[src/rtl/cli_ram.sv]
// Generic single-write, single-read RAM with registered read data.
`timescale 1ns / 1ps
module cli_ram #(
    parameter int WIDTH = 48,
    parameter int DEPTH = 64
) (
    input  logic                     i_clk,
    input  logic                     i_we,
    input  logic [$clog2(DEPTH)-1:0] i_waddr,
    input  logic [WIDTH-1:0]         i_wdata,
    input  logic                     i_re,
    input  logic [$clog2(DEPTH)-1:0] i_raddr,
    output logic [WIDTH-1:0]         o_rdata
);

    logic [WIDTH-1:0] r_mem [DEPTH];
    logic [WIDTH-1:0] r_rdata;

    always_ff @(posedge i_clk) begin
        if (i_we) begin
            r_mem[i_waddr] <= i_wdata;
        end
        if (i_re) begin
            r_rdata <= r_mem[i_raddr];
        end
    end

    assign o_rdata = r_rdata;

endmodule

[config.mk]
export PLATFORM = sky130hd
export DESIGN_NAME = cli_ram
export DESIGN_NICKNAME = d
export VERILOG_FILES = /design/src/rtl/cli_ram.sv
export SDC_FILE = /design/constraint.sdc
export NUM_CORES = 2
export LEC_CHECK = 0
export BUFFER_PORTS_ARGS = -buffer_cell sky130_fd_sc_hd__buf_2
export CORE_MARGIN = 2
export CORE_UTILIZATION = 60
export CTS_BUF_LIST = sky130_fd_sc_hd__clkbuf_16
export CTS_CLUSTER_DIAMETER = 60
export CTS_CLUSTER_SIZE = 12
export DETAILED_ROUTE_END_ITERATION = 8
export PLACE_DENSITY = 0.76
export SYNTH_ARGS = -nofsm -noshare
export SYNTH_HDL_FRONTEND = slang
export SYNTH_SLANG_ARGS = --single-unit
[constraint.sdc]
create_clock -name i_clk -period 15.71 [get_ports i_clk]
set_input_delay 4.713 -clock i_clk [delete_from_list [all_inputs] [get_ports i_clk]]
set_output_delay 4.713 -clock i_clk [all_outputs]
set_load 0.02 [all_outputs]
==> impl_metrics.tcl <==
set metrics [dict create \
    dp_hpwl_mm 166 \
    finalHoldViolations 0 \
    clk_latency_ns 0.96 \
    switching_share_pct 20.7 \
    grt.busiest_layer "met2" \
    hp-class "reg -> reg" \
    yosysTopAreaCell "edfxtp_1" \
    rows 162 \
    arrival_ns 8.44 \
    vias_per_cell 7.42 \
    yosysWarnings 0 \
    initial_core_util_pct 60.4 \
    htree_levels 5 \
    cpMostUsedCell "buf_12" \
    drt_iter0_drc 10600 \
    slew_violations 0 \
    coreArea_um2 195000 \
    end_kind "register" \
    drive_above_1_share_pct 27.2 \
    cts.clk_slew.worst_paths_ns 0.06 \
    crit_slowest_cell "buf_4" \
    netlist_instances 4970 \
    port_buffers 110 \
    routedWlPerCell_um 40.6 \
    ys_seq_elements 3120 \
    clk_path_buf_depth 4 \
    cts_setup_buffers 0 \
    cellPowerDensity_nw_per_um2 128 \
    cts_sinks 3120 \
    synthDominantCellAreaShare_pct 79.7 \
    seq_power_share_pct 56.0 \
    skew_ns 0.0524 \
    overflow 0 \
    tightest_slew_ns 1.37 \
    cts_tree "yes" \
    cp_cell_sequence "buf_12 -> buf_4 -> buf_12 -> mux4_2 -> mux2i_1 -> nor2_1 -> a311oi_1 -> a211oi_1" \
    synth_edf_count 3120 \
    final_nets 5310 \
    required_ns 16.33 \
    cts_buffers 312 \
    p_clk_share_pct 39.2 \
    crit_fanout 116 \
    async_flop_share_pct 0 \
    die_x_um 447 \
    power_leakage_nw 39.9 \
    syn_to_final_growth_pct 10.4 \
    rsz0062_at_grt "no" \
    comb_power_share_pct 4.8 \
    drv_cap 0 \
    p_int_w 0.0131 \
    ys.flop_type "edfxtp_1" \
    peakVddDrop_uv 128 \
    critPathMaxStageDelay_ns 0.64 \
    fmaxAchievable_ghz 0.128 \
    yosysUniqueCellTypes 35 \
    ys_seq_area_share_pct 79.7 \
    synthesis.area_um2 118000 \
    ctsHoldBuffers 0 \
    fp.dieH_um 447 \
    p_sw_w 0.00342 \
    outcome "complete, no violations" \
    ctsResizeCount 0 \
    wirelength_mm 321 \
    grtUsageMet1_pct 43.1 \
    setup_viol 0 \
    layout_min_cycle_time_ns 7.82 \
    use_met3_pct 8.21 \
    maxSlewHeadroom_pct 8.59 \
    synth_area_leaders "edfxtp_1 80%, mux4_2 14%, o22ai_1 0.65%, a221oi_1 0.62%, mux2i_1 0.54%" \
    startpoint_type "input pin" \
    die_area_um2 200000 \
    io_pins 111 \
    synth.net_count 5033 \
    grt_first_pass_wirelength_mm 445 \
    antenna_found_initial 25 \
    grt_start_max_net_pins 135 \
    syn_area_per_cell_um2 23.7 \
    drtPass1Iterations 6 \
    routabilityCongestion 0.808 \
    ant_nets 0 \
    finalCoreUtilization_pct 66.7 \
    cts_root_buffer "clkbuf_16" \
    via_count 58700 \
    period_share_pct 49.7 \
    finalSetupTns_ns 0 \
    grt_usage_pct 32.6 \
    first_global_vias 58500 \
    setup.worst_path.class "in -> reg" \
    drc 0 \
    met2_usage_pct 51.1 \
]
==> registers in the layout, indices dropped and copies added, names as in the netlist <==
register and flops:
r_mem 3072, o_rdata 48
==> per-layer routing <==
layer	part of all wire, %	vias up	wire, µm
li1	-	21900	-
met1	33	30700	106000
met2	48	5252	155000
met3	13	886	42900
met4	5.6	2	18100
met5	0.0025	-	8
==> critical path, delay by kind of cell <==
family | cells | cell delay, ns
AO/OA/AOI/OAI | 2 | 0.62
AND/OR/NAND/NOR | 1 | 0.11
buffers and inverters | 3 | 1.67
multiplexers | 2 | 0.83
==> placed cells by master (no fill, tap or decap), types with 4 or more instances in the layout <==
master	Yosys	final
nor2b_4	0	4
a22o_1	57	57
nand2b_1	10	8
nor2b_1	24	19
mux4_2	754	754
edfxtp_1	3120	3120
o221ai_1	28	28
a211oi_1	32	32
mux2i_1	63	63
mux2_2	12	12
buf_4	62	127
a221oi_1	83	83
o22ai_1	122	122
or3b_2	4	4
nand3_1	7	7
a311oi_1	11	11
a22oi_1	72	72
buf_12	0	10
a21oi_1	74	74
buf_2	98	106
nor2_1	132	68
a31o_2	5	5
inv_6	0	8
diode_2	0	20
nand3b_1	5	5
nand2_1	55	54
nor2_4	0	64
clkbuf_16	0	319
==> power groups by stage <==
| stage | clock network (W) | registers, W | logic [W] |
|---|---|---|---|
| 3_5_place_dp | 0 | 0.00945 | 0.000779 |
| 3_3_place_gp | 0 | 0.00944 | 0.000761 |
| 6_report | 0.00649 | 0.00928 | 0.000793 |
| 2_1_floorplan | 0 | 0.00944 | 0.000441 |
| 4_1_cts | 0.00652 | 0.00928 | 0.000788 |
| 5_1_grt | 0.00681 | 0.00928 | 0.000830 |
==> metrics by stage <==
step	power [W]	cells	area, µm²	hold WS (ns)	setup WS (ns)
after CTS	0.0166	7891	130000	0.888	7.89
after detailed placement	0.0102	7557	122000	0.871	6.94
final	0.0166	7911	130000	0.878	7.89
after floorplan	0.00988	4970	118000	0.787	6.71
after global routing	0.0169	7907	130000	0.944	7.59
after global placement	0.0102	7557	122000	0.819	6.96
==> cell type report <==
class,instances,area (µm²)
Multi-Input combinational cell,1568,22900
Fill cell,11500,64900
Timing Repair Buffer,245,1710
Clock buffer,319,7980
Sequential cell,3120,93700
Clock inverter,15,185
Tap cell,2624,3280
Antenna cell,20,50.0
==> logic make-up (layout without fill, tap and decap cells) <==
family / Yosys count / count (layout) / synth area share, %
simple gates: 253 / 253 / 0.953
flops: 3120 / 3120 / 79.7
buf+inv: 282 / 579 / 1.27
compound gates: 486 / 486 / 3.01
mux: 829 / 829 / 15.1
other cells: 0 / 20 / 0
==> path summary, 6_finish.rpt <==
path | cells past startpoint | slack [ns] | start | endpoint
setup reg to reg | 5 | 13.18 | r_mem[45][8] | o_rdata[8]
hold / removal | 4 | 0.88 | r_mem[58][24] | o_rdata[24]
setup / recovery | 8 | 7.89 | i_raddr[0] | o_rdata[13]
hold reg to reg | 4 | 0.88 | r_mem[58][24] | o_rdata[24]
==> synthesized netlist by cell type, types with 2 or more instances <==
master and number:
edfxtp_1 3120, mux4_2 754, nor2_1 132, o22ai_1 122, buf_2 98, clkbuf_1 98
a221oi_1 83, a21oi_1 74, a22oi_1 72, mux2i_1 63, buf_4 62, a22o_1 57
nand2_1 55, a211oi_1 32, o221ai_1 28, nor2b_1 24, buf_1 12, mux2_2 12
a311oi_1 11, buf_6 11, nand2b_1 10, nand3_1 7, a31o_2 5, nand3b_1 5
or3b_2 4, and2_1 3, nor3_1 3, or2_2 3, or3_1 3, nand4_1 2
(Power assumes the default switching activity.)
