<file path="src/rtl/cli_pkg.sv">
// Shared constants and types of the colour map lookup.
`timescale 1ns / 1ps
package cli_pkg;

    localparam int TABLE_ENTRIES = 256;
    localparam int ENTRY_W       = $clog2(TABLE_ENTRIES);
    localparam int STEP_DIV      = TABLE_ENTRIES - 1;
    localparam int CH_W          = 16;
    localparam int FULL_SCALE    = (1 << CH_W) - 1;
    localparam int NUM_CH        = 3;
    localparam int POINT_W       = NUM_CH * CH_W;
    localparam int OUT_W         = 8;
    localparam int SLOT_W        = 6;
    localparam int CFG_W         = 7;

    localparam logic FUNC_WRITE  = 1'b0;
    localparam logic FUNC_LOOKUP = 1'b1;

    typedef struct packed {
        logic valid;
        logic lookup;
        logic wr_ok;
    } t_cli_ctl;

endpackage

</file>
<file path="src/rtl/cli_blend.sv">
// Back stages: weighted sum of two points per channel and scaling to eight bits.
`timescale 1ns / 1ps
module cli_blend import cli_pkg::*; (
    input  logic                    i_clk,
    input  logic                    i_rst_n,
    input  logic                    i_valid,
    input  logic [POINT_W-1:0]      i_y0,
    input  logic [POINT_W-1:0]      i_y1,
    input  logic [ENTRY_W-1:0]      i_frac,
    input  logic                    i_tready,
    output logic                    o_take,
    output logic                    o_tvalid,
    output logic [NUM_CH*OUT_W-1:0] o_tdata
);

    localparam int PRW = ENTRY_W + CH_W;
    localparam int SW  = PRW + 1;
    localparam int QW  = SW - CH_W;

    logic                    r_v4, r_v5;
    logic [PRW-1:0]          r_p0 [NUM_CH];
    logic [PRW-1:0]          r_p1 [NUM_CH];
    logic [NUM_CH*OUT_W-1:0] r_out;
    logic [NUM_CH*OUT_W-1:0] w_out;
    logic [SW-1:0]           w_sum [NUM_CH];
    logic [QW-1:0]           w_q   [NUM_CH];
    logic [CH_W:0]           w_rem [NUM_CH];
    logic                    w_en4, w_en5;

    assign w_en5  = !r_v5 || i_tready;
    assign w_en4  = !r_v4 || w_en5;
    assign o_take = w_en4;

    always_ff @(posedge i_clk) begin
        if (!i_rst_n) begin
            r_v4 <= 1'b0;
            r_v5 <= 1'b0;
        end else begin
            if (w_en4) begin
                r_v4 <= i_valid;
            end
            if (w_en5) begin
                r_v5 <= r_v4;
            end
        end
    end

    // Stage 4: the two weighted terms of each channel.
    always_ff @(posedge i_clk) begin
        if (w_en4) begin
            for (int c = 0; c < NUM_CH; c++) begin
                r_p0[c] <= PRW'(ENTRY_W'(STEP_DIV) - i_frac) * PRW'(i_y0[c*CH_W +: CH_W]);
                r_p1[c] <= PRW'(i_frac) * PRW'(i_y1[c*CH_W +: CH_W]);
            end
        end
    end

    // Division by 65535: the shifted estimate is low by at most one.
    always_comb begin
        for (int c = 0; c < NUM_CH; c++) begin
            w_sum[c] = SW'(r_p0[c]) + SW'(r_p1[c]);
            w_rem[c] = (CH_W+1)'(w_sum[c][CH_W-1:0]) + (CH_W+1)'(w_sum[c][SW-1:CH_W]);
            w_q[c]   = w_sum[c][SW-1:CH_W]
                     + ((w_rem[c] >= (CH_W+1)'(FULL_SCALE)) ? QW'(1) : QW'(0));
            w_out[c*OUT_W +: OUT_W] = OUT_W'(w_q[c]);
        end
    end

    // Stage 5: output register.
    always_ff @(posedge i_clk) begin
        if (w_en5) begin
            r_out <= w_out;
        end
    end

    assign o_tvalid = r_v5;
    assign o_tdata  = r_out;

endmodule

</file>
<file path="config.mk">
export PLATFORM = sky130hd
export DESIGN_NAME = cli_blend
export DESIGN_NICKNAME = d
export VERILOG_FILES = /design/src/rtl/cli_pkg.sv /design/src/rtl/cli_blend.sv
export SDC_FILE = /design/constraint.sdc
export NUM_CORES = 2
export LEC_CHECK = 0
export ABC_CLOCK_PERIOD_IN_PS = 19050
export BUFFER_PORTS_ARGS = -buffer_cell sky130_fd_sc_hd__buf_2
export CAP_MARGIN = 20
export CORE_MARGIN = 1.5
export CORE_UTILIZATION = 42
export DETAILED_ROUTE_END_ITERATION = 10
export GPL_ROUTABILITY_DRIVEN = 0
export HOLD_SLACK_MARGIN = 0.05
export PLACE_DENSITY_LB_ADDON = 0.3
export SLEW_MARGIN = 20
export SYNTH_ARGS = -nofsm -noshare
export SYNTH_HDL_FRONTEND = slang
export SYNTH_SLANG_ARGS = --single-unit
</file>
<file path="constraint.sdc">
create_clock -name i_clk -period 19.05 [get_ports i_clk]
set_input_delay 0.9525 -clock i_clk [delete_from_list [all_inputs] [get_ports i_clk]]
set_output_delay 0.9525 -clock i_clk [all_outputs]
set_load 0.02 [all_outputs]
</file>
==> run summary <==
Hold path depth - 1
Largest family of logic cells by synthesized area - adder cells
R2r setup slk - 11930 ps
Max_cap viols - 0
Maximum clock rate - 140.5 MHz
Post-Route WL - 85900 um
Max Transition Viols Final - 0
Largest net degree at the start of global routing - 63
Hold-fix buffers, CTS - 0
TritonCTS buffer count - 17
Seq. cell area - 5085 um^2
Main synth FF type - edfxtp_1
Avg Inst Size Synth - 9.386 um^2
Die W - 295.3 um
Worst R2R End - o_tdata[23]
Post-Synth Simple-Gate Area - 18.06%
Final Core Density - 45.11%
Crit-path max FO - 4
Reg2reg start - r_p1[0][48]
Tcrit/Tclk final - 37.37%
RSZ-0062 raised after global routing - false
Layout fillers - 8257
Setup Fix Bufs, Post-CTS - 0
Nets - 4982
Seq/Total Area, Yosys - 14.17%
CP dominant cell by count - a21oi_1
Yosys top cell area share - 28.12%
Crit end category - flip-flop
Ratio of cells with drive above 1 in the final layout - 5.457%
Leading area contributor after synthesis - fa_1
Worst Hold Launch - r_v4
# port buffers - 133
Worst min-delay path endpoint - o_tvalid
Slowest CP cell - o41ai_1
Worst endpoint required time - 19280 ps
GRT Total Usage - 20.88%
Leak - 18.27 nW
Die ar. - 87200 um^2
Commonest non-fill, non-tap cells in the layout - 623 x inv_1, 504 x fa_1, 480 x ha_1
EDFF count, synth - 168
Slew margin rel. - 44.68%
Delay-heaviest family, CP - compound AO/OA/AOI/OAI gates
Clk_lat worst skew - 500 ps
# IOs - 134
Resize count post-CTS - 0
CTS clk-pin slew, worst paths - 80 ps
Least-Margin Pin Slew - 829.7 ps
CTS sink cnt - 170
Max incr delay on CP - 530 ps
Remaining antenna violation count - 0
Multi-input gate area - 28060 um^2
Critical path class - reg -> reg
Global-route wire length before repair - 143700 um
CP arrival - 7350 ps
Setup Skew - 12.45 ps
CP startpoint kind - flip-flop
Row count - 107
Syn Nets - 4915
Area fraction in compound gates after synthesis - 9.659%
Wire length per cell - 17.00 um
Die H - 295.3 um
R2r worst-path depth - 29
Clock root cell - clkbuf_16
CTS H-Tree Depth - 4
Outcome - finished, final reports clean
Tmin final - 7118 ps
Number of buffers and inverters on the critical path - 1
Area delta synth->final - 6.716%
DP HPWL - 69190 um
Drt pass-1 iters - 5
CORE AREA - 84880 um^2
Post-synth ARST share - 0%
Hold Crit Class - reg -> reg
Mux contribution to synthesized area - 0.2755%
Syn Inst Count - 3823
Iteration-0 DRC Markers - 1517
Syn. warnings - 0
Post-synth cell types - 92
Vias per cell - 5.177
Final Hold Vio Count - 0
TNS Setup - 0 ps
Top post-synthesis cells by area - fa_1 28%, ha_1 17%, edfxtp_1 14%, inv_1 6.5%, nor2b_1 4.0%
Starting Density - 42.28%
Mapped Area - 35880 um^2
CTS tree - built
Commonest non-fill, non-tap cell in the layout - inv_1
Adder-cell area share of the yosys netlist - 44.91%
Max clock buf depth - 2
Post-synthesis register bit count - 170
Grt ovf - 0
Final setup violation count - 0
Pwr/cell area - 185.1 nW/um^2
Synth Area in XOR/XNOR - 5.283%
DRC violations left - 0
Vias in the first global route - 27482
Initial antenna violation count - 21
IR Drop Worst-Case VDD - 174.1 uV
Via count - 26163
metrics by stage:
step	power (W)	std cells	setup WS, ps	hold WS, ps	cell area (um^2)
4_1_cts	0.007093	5047	11930	571.8	38280
2_1_floorplan	0.005375	3823	12720	462.7	35880
5_1_grt	0.007871	5049	11210	589.8	38280
3_3_place_gp	0.006632	5015	11690	540.1	37710
6_report	0.007089	5054	11930	559.4	38290
3_5_place_dp	0.006664	5015	11650	553.3	37710
worst max-delay path by stage:
stage | from | depth (start not counted) | slack [ps] | to
final | r_p1[0][48] | 29 | 11930 | o_tdata[23]
after global routing | r_p1[0][48] | 29 | 11210 | o_tdata[23]
after CTS | r_p1[0][48] | 29 | 11930 | o_tdata[23]
after detailed placement | i_frac[4] | 24 | 11650 | r_p0[0][46]
after global placement | i_frac[4] | 24 | 11690 | r_p0[0][46]
after floorplan | i_frac[2] | 22 | 12720 | r_p1[0][71]
Yosys cell counts (44+ instances only):
cell type / count
nor2b_1: 229
xor2_1: 44
xnor2_1: 157
and2_1: 188
nor2_1: 118
fa_1: 504
clkbuf_1: 88
nand2_1: 291
a21oi_1: 153
o21ai_0: 87
a21o_1: 44
nor3_1: 61
nand2b_1: 195
edfxtp_1: 168
inv_1: 624
ha_1: 480
area by class of cell:
cell class	instances	area share [%]
antenna	7	0.04574
clock buffer	18	1.121
clock inverter	14	0.3463
inverter	624	6.117
multi-input combinational	2930	73.29
sequential	170	13.28
tap	1144	3.738
timing repair buffer	147	2.065
flip-flops by register name (all words and copies together), names as in the netlist:
name      count
r_p1         72
o_tvalid      1
o_tdata      24
r_p0         72
r_v4          1
worst reg2reg max path, delay by kind of cell (launching register included):
family          cells  cell delay (ps)
xor+xnor            3              570
simple gates        7             1470
fa+ha+maj           4              980
flops               1              390
buf+inv             1               70
compound gates     14             3370
logic make-up (layout without fill, tap and decap cells):
| family | count (synthesis) | in the layout |
|---|---|---|
| simple gates | 1208 | 1208 |
| fa+ha+maj | 986 | 986 |
| buf+inv | 723 | 803 |
| compound gates | 521 | 521 |
| xor+xnor | 207 | 207 |
| flops | 170 | 170 |
| mux | 8 | 8 |
| other cells | 0 | 7 |
power breakdown:
part           internal [W]  leakage [nW]  switching (W)
Clock              0.000172         0.273       0.000183
Sequential         0.000768          1.81      0.0000971
Combinational       0.00248          16.2        0.00339
Total               0.00342          18.3        0.00367
layer usage:
layer | part of all wire (%) | global-route usage (%) | vias up | routed length (um)
met3 | 5.3 | 3.000 | 123 | 4532
met2 | 47 | 34.79 | 553 | 40080
li1 | - | - | 12539 | -
met5 | 0.11 | 0 | - | 95
met1 | 45 | 28.01 | 12932 | 38880
met4 | 2.7 | 6.479 | 16 | 2306
Note: power is estimated with default switching activity, not from simulation.
