File: config.mk
export PLATFORM = sky130hd
export DESIGN_NAME = cli_index
export DESIGN_NICKNAME = d
export VERILOG_FILES = /design/src/rtl/cli_pkg.sv /design/src/rtl/cli_index.sv
export SDC_FILE = /design/constraint.sdc
export NUM_CORES = 1
export LEC_CHECK = 0
export ABC_CLOCK_PERIOD_IN_PS = 3800
export BUFFER_PORTS_ARGS = -buffer_cell sky130_fd_sc_hd__buf_4
export CAP_MARGIN = 20
export CORE_MARGIN = 4
export CORE_UTILIZATION = 49
export DETAILED_ROUTE_END_ITERATION = 8
export PLACE_DENSITY = 0.73
export SETUP_SLACK_MARGIN = 0.05
export SLEW_MARGIN = 20
export SYNTH_ARGS = -nofsm -noshare
export SYNTH_HDL_FRONTEND = slang
export SYNTH_SLANG_ARGS = --single-unit
export TNS_END_PERCENT = 20
File: constraint.sdc
create_clock -name i_clk -period 3.8 [get_ports i_clk]
set_input_delay 0.57 -clock i_clk [delete_from_list [all_inputs] [get_ports i_clk]]
set_output_delay 0.57 -clock i_clk [all_outputs]
set_load 0.03 [all_outputs]
File: src/rtl/cli_pkg.sv
// Shared constants and types of the colour map lookup.
`timescale 1ns / 1ps
package cli_pkg;

    localparam int TABLE_ENTRIES = 256;
    localparam int ENTRY_W       = $clog2(TABLE_ENTRIES);
    localparam int STEP_DIV      = TABLE_ENTRIES - 1;
    localparam int CH_W          = 16;
    localparam int FULL_SCALE    = (1 << CH_W) - 1;
    localparam int NUM_CH        = 3;
    localparam int POINT_W       = NUM_CH * CH_W;
    localparam int OUT_W         = 8;
    localparam int SLOT_W        = 6;
    localparam int CFG_W         = 7;

    localparam logic FUNC_WRITE  = 1'b0;
    localparam logic FUNC_LOOKUP = 1'b1;

    typedef struct packed {
        logic valid;
        logic lookup;
        logic wr_ok;
    } t_cli_ctl;

endpackage

File: src/rtl/cli_index.sv
// Front stages: entry position in the point table and the split by 255.
`timescale 1ns / 1ps
module cli_index import cli_pkg::*; #(
    parameter int MAX_POINTS = 64
) (
    input  logic                          i_clk,
    input  logic                          i_rst_n,
    input  logic                          i_valid,
    input  logic                          i_func,
    input  logic [SLOT_W-1:0]             i_slot,
    input  logic [POINT_W-1:0]            i_point,
    input  logic [ENTRY_W-1:0]            i_entry,
    input  logic [$clog2(MAX_POINTS)-1:0] i_last,
    input  logic                          i_next_en,
    output logic                          o_ready,
    output t_cli_ctl                      o_ctl,
    output logic [$clog2(MAX_POINTS)-1:0] o_left,
    output logic [$clog2(MAX_POINTS)-1:0] o_right,
    output logic [ENTRY_W-1:0]            o_frac,
    output logic [$clog2(MAX_POINTS)-1:0] o_waddr,
    output logic [POINT_W-1:0]            o_point
);

    localparam int LW = $clog2(MAX_POINTS);
    localparam int PW = ENTRY_W + LW;
    localparam int RW = ENTRY_W + 2;

    t_cli_ctl             r_ctl1, r_ctl2, n_ctl1;
    logic [PW-1:0]        r_pos1;
    logic [SLOT_W-1:0]    r_slot1;
    logic [POINT_W-1:0]   r_point1, r_point2;
    logic [LW-1:0]        r_left2, r_right2, r_waddr2;
    logic [ENTRY_W-1:0]   r_frac2;
    logic                 w_en1, w_en2;
    logic [LW-1:0]        w_q0, w_left, w_right;
    logic [RW-1:0]        w_rem0;
    logic [ENTRY_W-1:0]   w_frac;

    assign w_en2   = !r_ctl2.valid || i_next_en;
    assign w_en1   = !r_ctl1.valid || w_en2;
    assign o_ready = w_en1;

    always_comb begin
        n_ctl1.valid  = i_valid;
        n_ctl1.lookup = (i_func == FUNC_LOOKUP);
        n_ctl1.wr_ok  = ({{(32-SLOT_W){1'b0}}, i_slot} < 32'(MAX_POINTS));
    end

    // Stage 1: position of the entry along the point table.
    always_ff @(posedge i_clk) begin
        if (!i_rst_n) begin
            r_ctl1 <= '0;
        end else if (w_en1) begin
            r_ctl1 <= n_ctl1;
        end
    end

    always_ff @(posedge i_clk) begin
        if (w_en1) begin
            r_pos1   <= PW'(i_entry) * PW'(i_last);
            r_slot1  <= i_slot;
            r_point1 <= i_point;
        end
    end

    // Division by 255: the shifted estimate is low by at most two.
    always_comb begin
        w_q0   = r_pos1[PW-1:ENTRY_W];
        w_rem0 = RW'(r_pos1[ENTRY_W-1:0]) + RW'(w_q0);
        if (w_rem0 >= RW'(2 * STEP_DIV)) begin
            w_left = w_q0 + LW'(2);
            w_frac = ENTRY_W'(w_rem0 - RW'(2 * STEP_DIV));
        end else if (w_rem0 >= RW'(STEP_DIV)) begin
            w_left = w_q0 + LW'(1);
            w_frac = ENTRY_W'(w_rem0 - RW'(STEP_DIV));
        end else begin
            w_left = w_q0;
            w_frac = ENTRY_W'(w_rem0);
        end
        w_right = (w_frac != '0) ? (w_left + LW'(1)) : w_left;
    end

    // Stage 2: point addresses and blend fraction.
    always_ff @(posedge i_clk) begin
        if (!i_rst_n) begin
            r_ctl2 <= '0;
        end else if (w_en2) begin
            r_ctl2 <= r_ctl1;
        end
    end

    always_ff @(posedge i_clk) begin
        if (w_en2) begin
            r_left2  <= w_left;
            r_right2 <= w_right;
            r_frac2  <= w_frac;
            r_waddr2 <= LW'(r_slot1);
            r_point2 <= r_point1;
        end
    end

    assign o_ctl   = r_ctl2;
    assign o_left  = r_left2;
    assign o_right = r_right2;
    assign o_frac  = r_frac2;
    assign o_waddr = r_waddr2;
    assign o_point = r_point2;

endmodule

==> metrics.md <==
| Metric | Value |
|---|---|
| Iteration count of the initial detailed-routing pass | `5` |
| Routed length per placed instance | `about 17 um` |
| Final worst slack | `around 0.18 ns` |
| Root Buffer | `clkbuf_16` |
| Min-delay worst type | `primary input to register` |
| CP startpoint kind | `primary input` |
| Fin area | `about 9000 um2` |
| CP Capture Type | `register` |
| Place WS | `-0.302 ns` |
| Core area | `13800 um2` |
| Fmax | `roughly 280 MHz` |
| Syn Nets | `between 500 and 600` |
| GRT Total Usage | `0.180` |
| CP Max Fanout | `6` |
| Final period util | `0.954` |
| Setup-failing EPs final | `0` |
| Async set-reset flop share out of synthesis | `0` |
| Maximum vdd drop | `a little under 400 uV` |
| Slew HR | `0.358` |
| Port Buf Inserts | `150` |
| RSZ-0062 raised after global routing | `yes` |
| Syn_area_per_cell | `approximately 15 um2` |
| Detail Route Antenna Nets | `0` |
| Req. time, crit path | `a little under 4 ns` |
| Die W | `around 130 um` |
| Final min period | `roughly 3.6 ns` |
| Clock Skews | `~0.02 ns` |
| Max Root-Sink Buffers | `2` |
| # hold bufs at CTS | `0` |
| Synth top area cells | `edfxtp_1, fa_1, ha_1, and2_1, inv_1` |
| Vias | `around 4300` |
| PostCTS Resize Cnt | `0` |
| Initial core utilization | `0.497` |
| Number of synthesized flops with an enable pin | `approximately 140` |
| Grt total ovfl | `0` |
| Die Height | `126 um` |
| Status | `finished, final reports clean` |
| Final slew viol count | `0` |
| TritonCTS buffer count | `17` |
| Synth warn | `0` |
| Sequential fraction of the synthesis area | `0.638` |
| Initial antenna violation count | `0` |
| Number of library cell types mapped by synthesis | `54` |
| First-pass GRT wire length | `around 22 mm` |
| Max cap viols | `0` |
| Via/cell ratio | `just over 5` |
| Syn Inst Count | `between 400 and 500` |
| Most numerous cell in the Yosys netlist | `edfxtp_1` |
| ANT cells | `0` |
| Worst-Skew Late Latency | `0.43 ns` |
| Largest net degree at the start of global routing | `77` |
| Hpwl dp | `~10 mm` |
| Die area | `16000 um2` |
| Area Overhead vs Synth | `32.2%` |
| Register bit count reported by yosys | `148` |
| Prevailing post-synth register cell | `edfxtp_1` |
| Mapped Area | `roughly 6900 um2` |
| DRC viols | `0` |
| H-tree depth | `4` |
| Routed WL | `14.2 mm` |
| Postcts setup bufs | `0` |
| Count of final hold-check violations | `0` |
| Synth top area share | `0.621` |
| Worst Path Arrival | `3.80 ns` |
| Cell Area, Placed | `about 8500 um2` |
| Cell Pwr Density | `~700 nW/um2` |
| Largest area contributor in the netlist | `edfxtp_1` |
| Routability Congestion | `between 0.8 and 0.9` |
| Initial DRC count | `about 240` |
| I/O Pins | `between 150 and 200` |
| Worst-Margin Slew | `just under 1 ns` |
| Rows | `43` |
| Setup CP Type | `primary input to register` |
| Vias in the first global route | `about 4400` |
| Top cells by count, synth | `edfxtp_1, and2_1, inv_1` |
| Hold_ws | `about 0.31 ns` |
| Final #Nets | `slightly below 800` |
| TritonCTS clock tree | `done` |
| P_leak | `~3.9 nW` |
| Clock sinks | `148` |
| Filler cell count | `951` |
| Share of post-route cells with drive strength above 1 | `0.359` |
| Clock slew at reported path FFs | `approximately 0.060 ns` |
## metal layers
layer / routed length, um / track usage / part of all wire / vias up
met5: 0 / 0 / 0 / -
met4: 352 / 0.0738 / 0.025 / 0
met3: 863 / 0.0522 / 0.061 / 29
met2: 7240 / 0.309 / 0.51 / 159
met1: 5700 / 0.213 / 0.40 / 2062
li1: - / - / - / 2034
## worst paths after layout
| check | endpoint | cells after the start | slack, ns | start |
|---|---|---|---|---|
| setup / recovery | r_pos1[13] | 17 | 0.18 | i_last[2] |
| hold / removal | r_point1[13] | 1 | 0.31 | i_point[13] |
| setup reg to reg | o_right[1] | 10 | 0.19 | r_pos1[8] |
| hold reg to reg | o_point[14] | 0 | 0.42 | r_point1[14] |
## state kept, by name, summed over array words and instances (netlist names)
name and cells:
o_left 6, o_ctl 3, o_waddr 6, r_pos1 14
o_right 6, o_point 48, r_point1 48, r_slot1 6
o_frac 8, r_ctl1 3
## area by class of cell
| class | count | area [um2] | area share |
|---|---|---|---|
| Clock buffer | 20 | 437 | 0.0481 |
| Clock inverter | 12 | 155 | 0.0171 |
| Inverter | 42 | 158 | 0.0174 |
| Multi-Input combinational cell | 264 | 2380 | 0.262 |
| Sequential cell | 148 | 4380 | 0.483 |
| Tap cell | 180 | 225 | 0.0248 |
| Timing Repair Buffer | 179 | 1340 | 0.148 |
## kinds of logic (layout without fill, tap and decap cells)
group                    Yosys count  after routing  synth area share
XOR/XNOR                          24             24            0.0339
flip-flops                       148            148             0.638
multiplexers                       2              2           0.00310
AO/OA/AOI/OAI                     64             64            0.0692
buffers and inverters             44            253            0.0251
AND/OR/NAND/NOR                  115            115            0.0945
adder cells (fa/ha/maj)           59             59             0.136
## power by group
| part | internal (mW) | total [mW] | switching (mW) |
|---|---|---|---|
| Combinational | 0.970 | 2.36 | 1.39 |
| Clock | 1.03 | 1.67 | 0.636 |
| Sequential | 2.13 | 2.27 | 0.136 |
## critical path, stage by stage
cell and delay (ns):
buf_4 0.13, buf_4 0.13, and2_1 0.15, fa_1 0.49, fa_1 0.49, inv_1 0.05
fa_1 0.53, inv_1 0.04, ha_1 0.33, inv_1 0.06, o21bai_1 0.15, a21oi_2 0.08
o21bai_1 0.16, a21oi_2 0.08, o21bai_1 0.16, a21oi_1 0.09, xnor2_1 0.13
## per-stage QoR
stage	total power, mW	std cells	util	TNS (ns)
after floorplan	3.86	456	-	-0.0642
after global placement	4.52	813	0.613	-0.619
after detailed placement	4.60	813	0.613	-0.858
after CTS	6.31	845	0.656	0
after global routing	6.65	845	0.657	-0.0193
final	6.30	845	0.657	0
## cell usage in the layout (no fill, tap or decap), types with 4 or more instances in the layout
master	instances
fa_1	25
o21a_1	4
ha_1	31
o31ai_1	4
and2_1	47
a21oi_1	8
o21bai_1	6
clkbuf_16	17
nor2_1	10
nand2_1	27
xnor2_1	17
edfxtp_1	142
nand3_1	4
xor2_1	4
o21ai_0	8
nor2b_1	5
a21oi_2	9
buf_4	179
inv_1	40
dfxtp_1	6
Power figures use the tool's default switching activity.
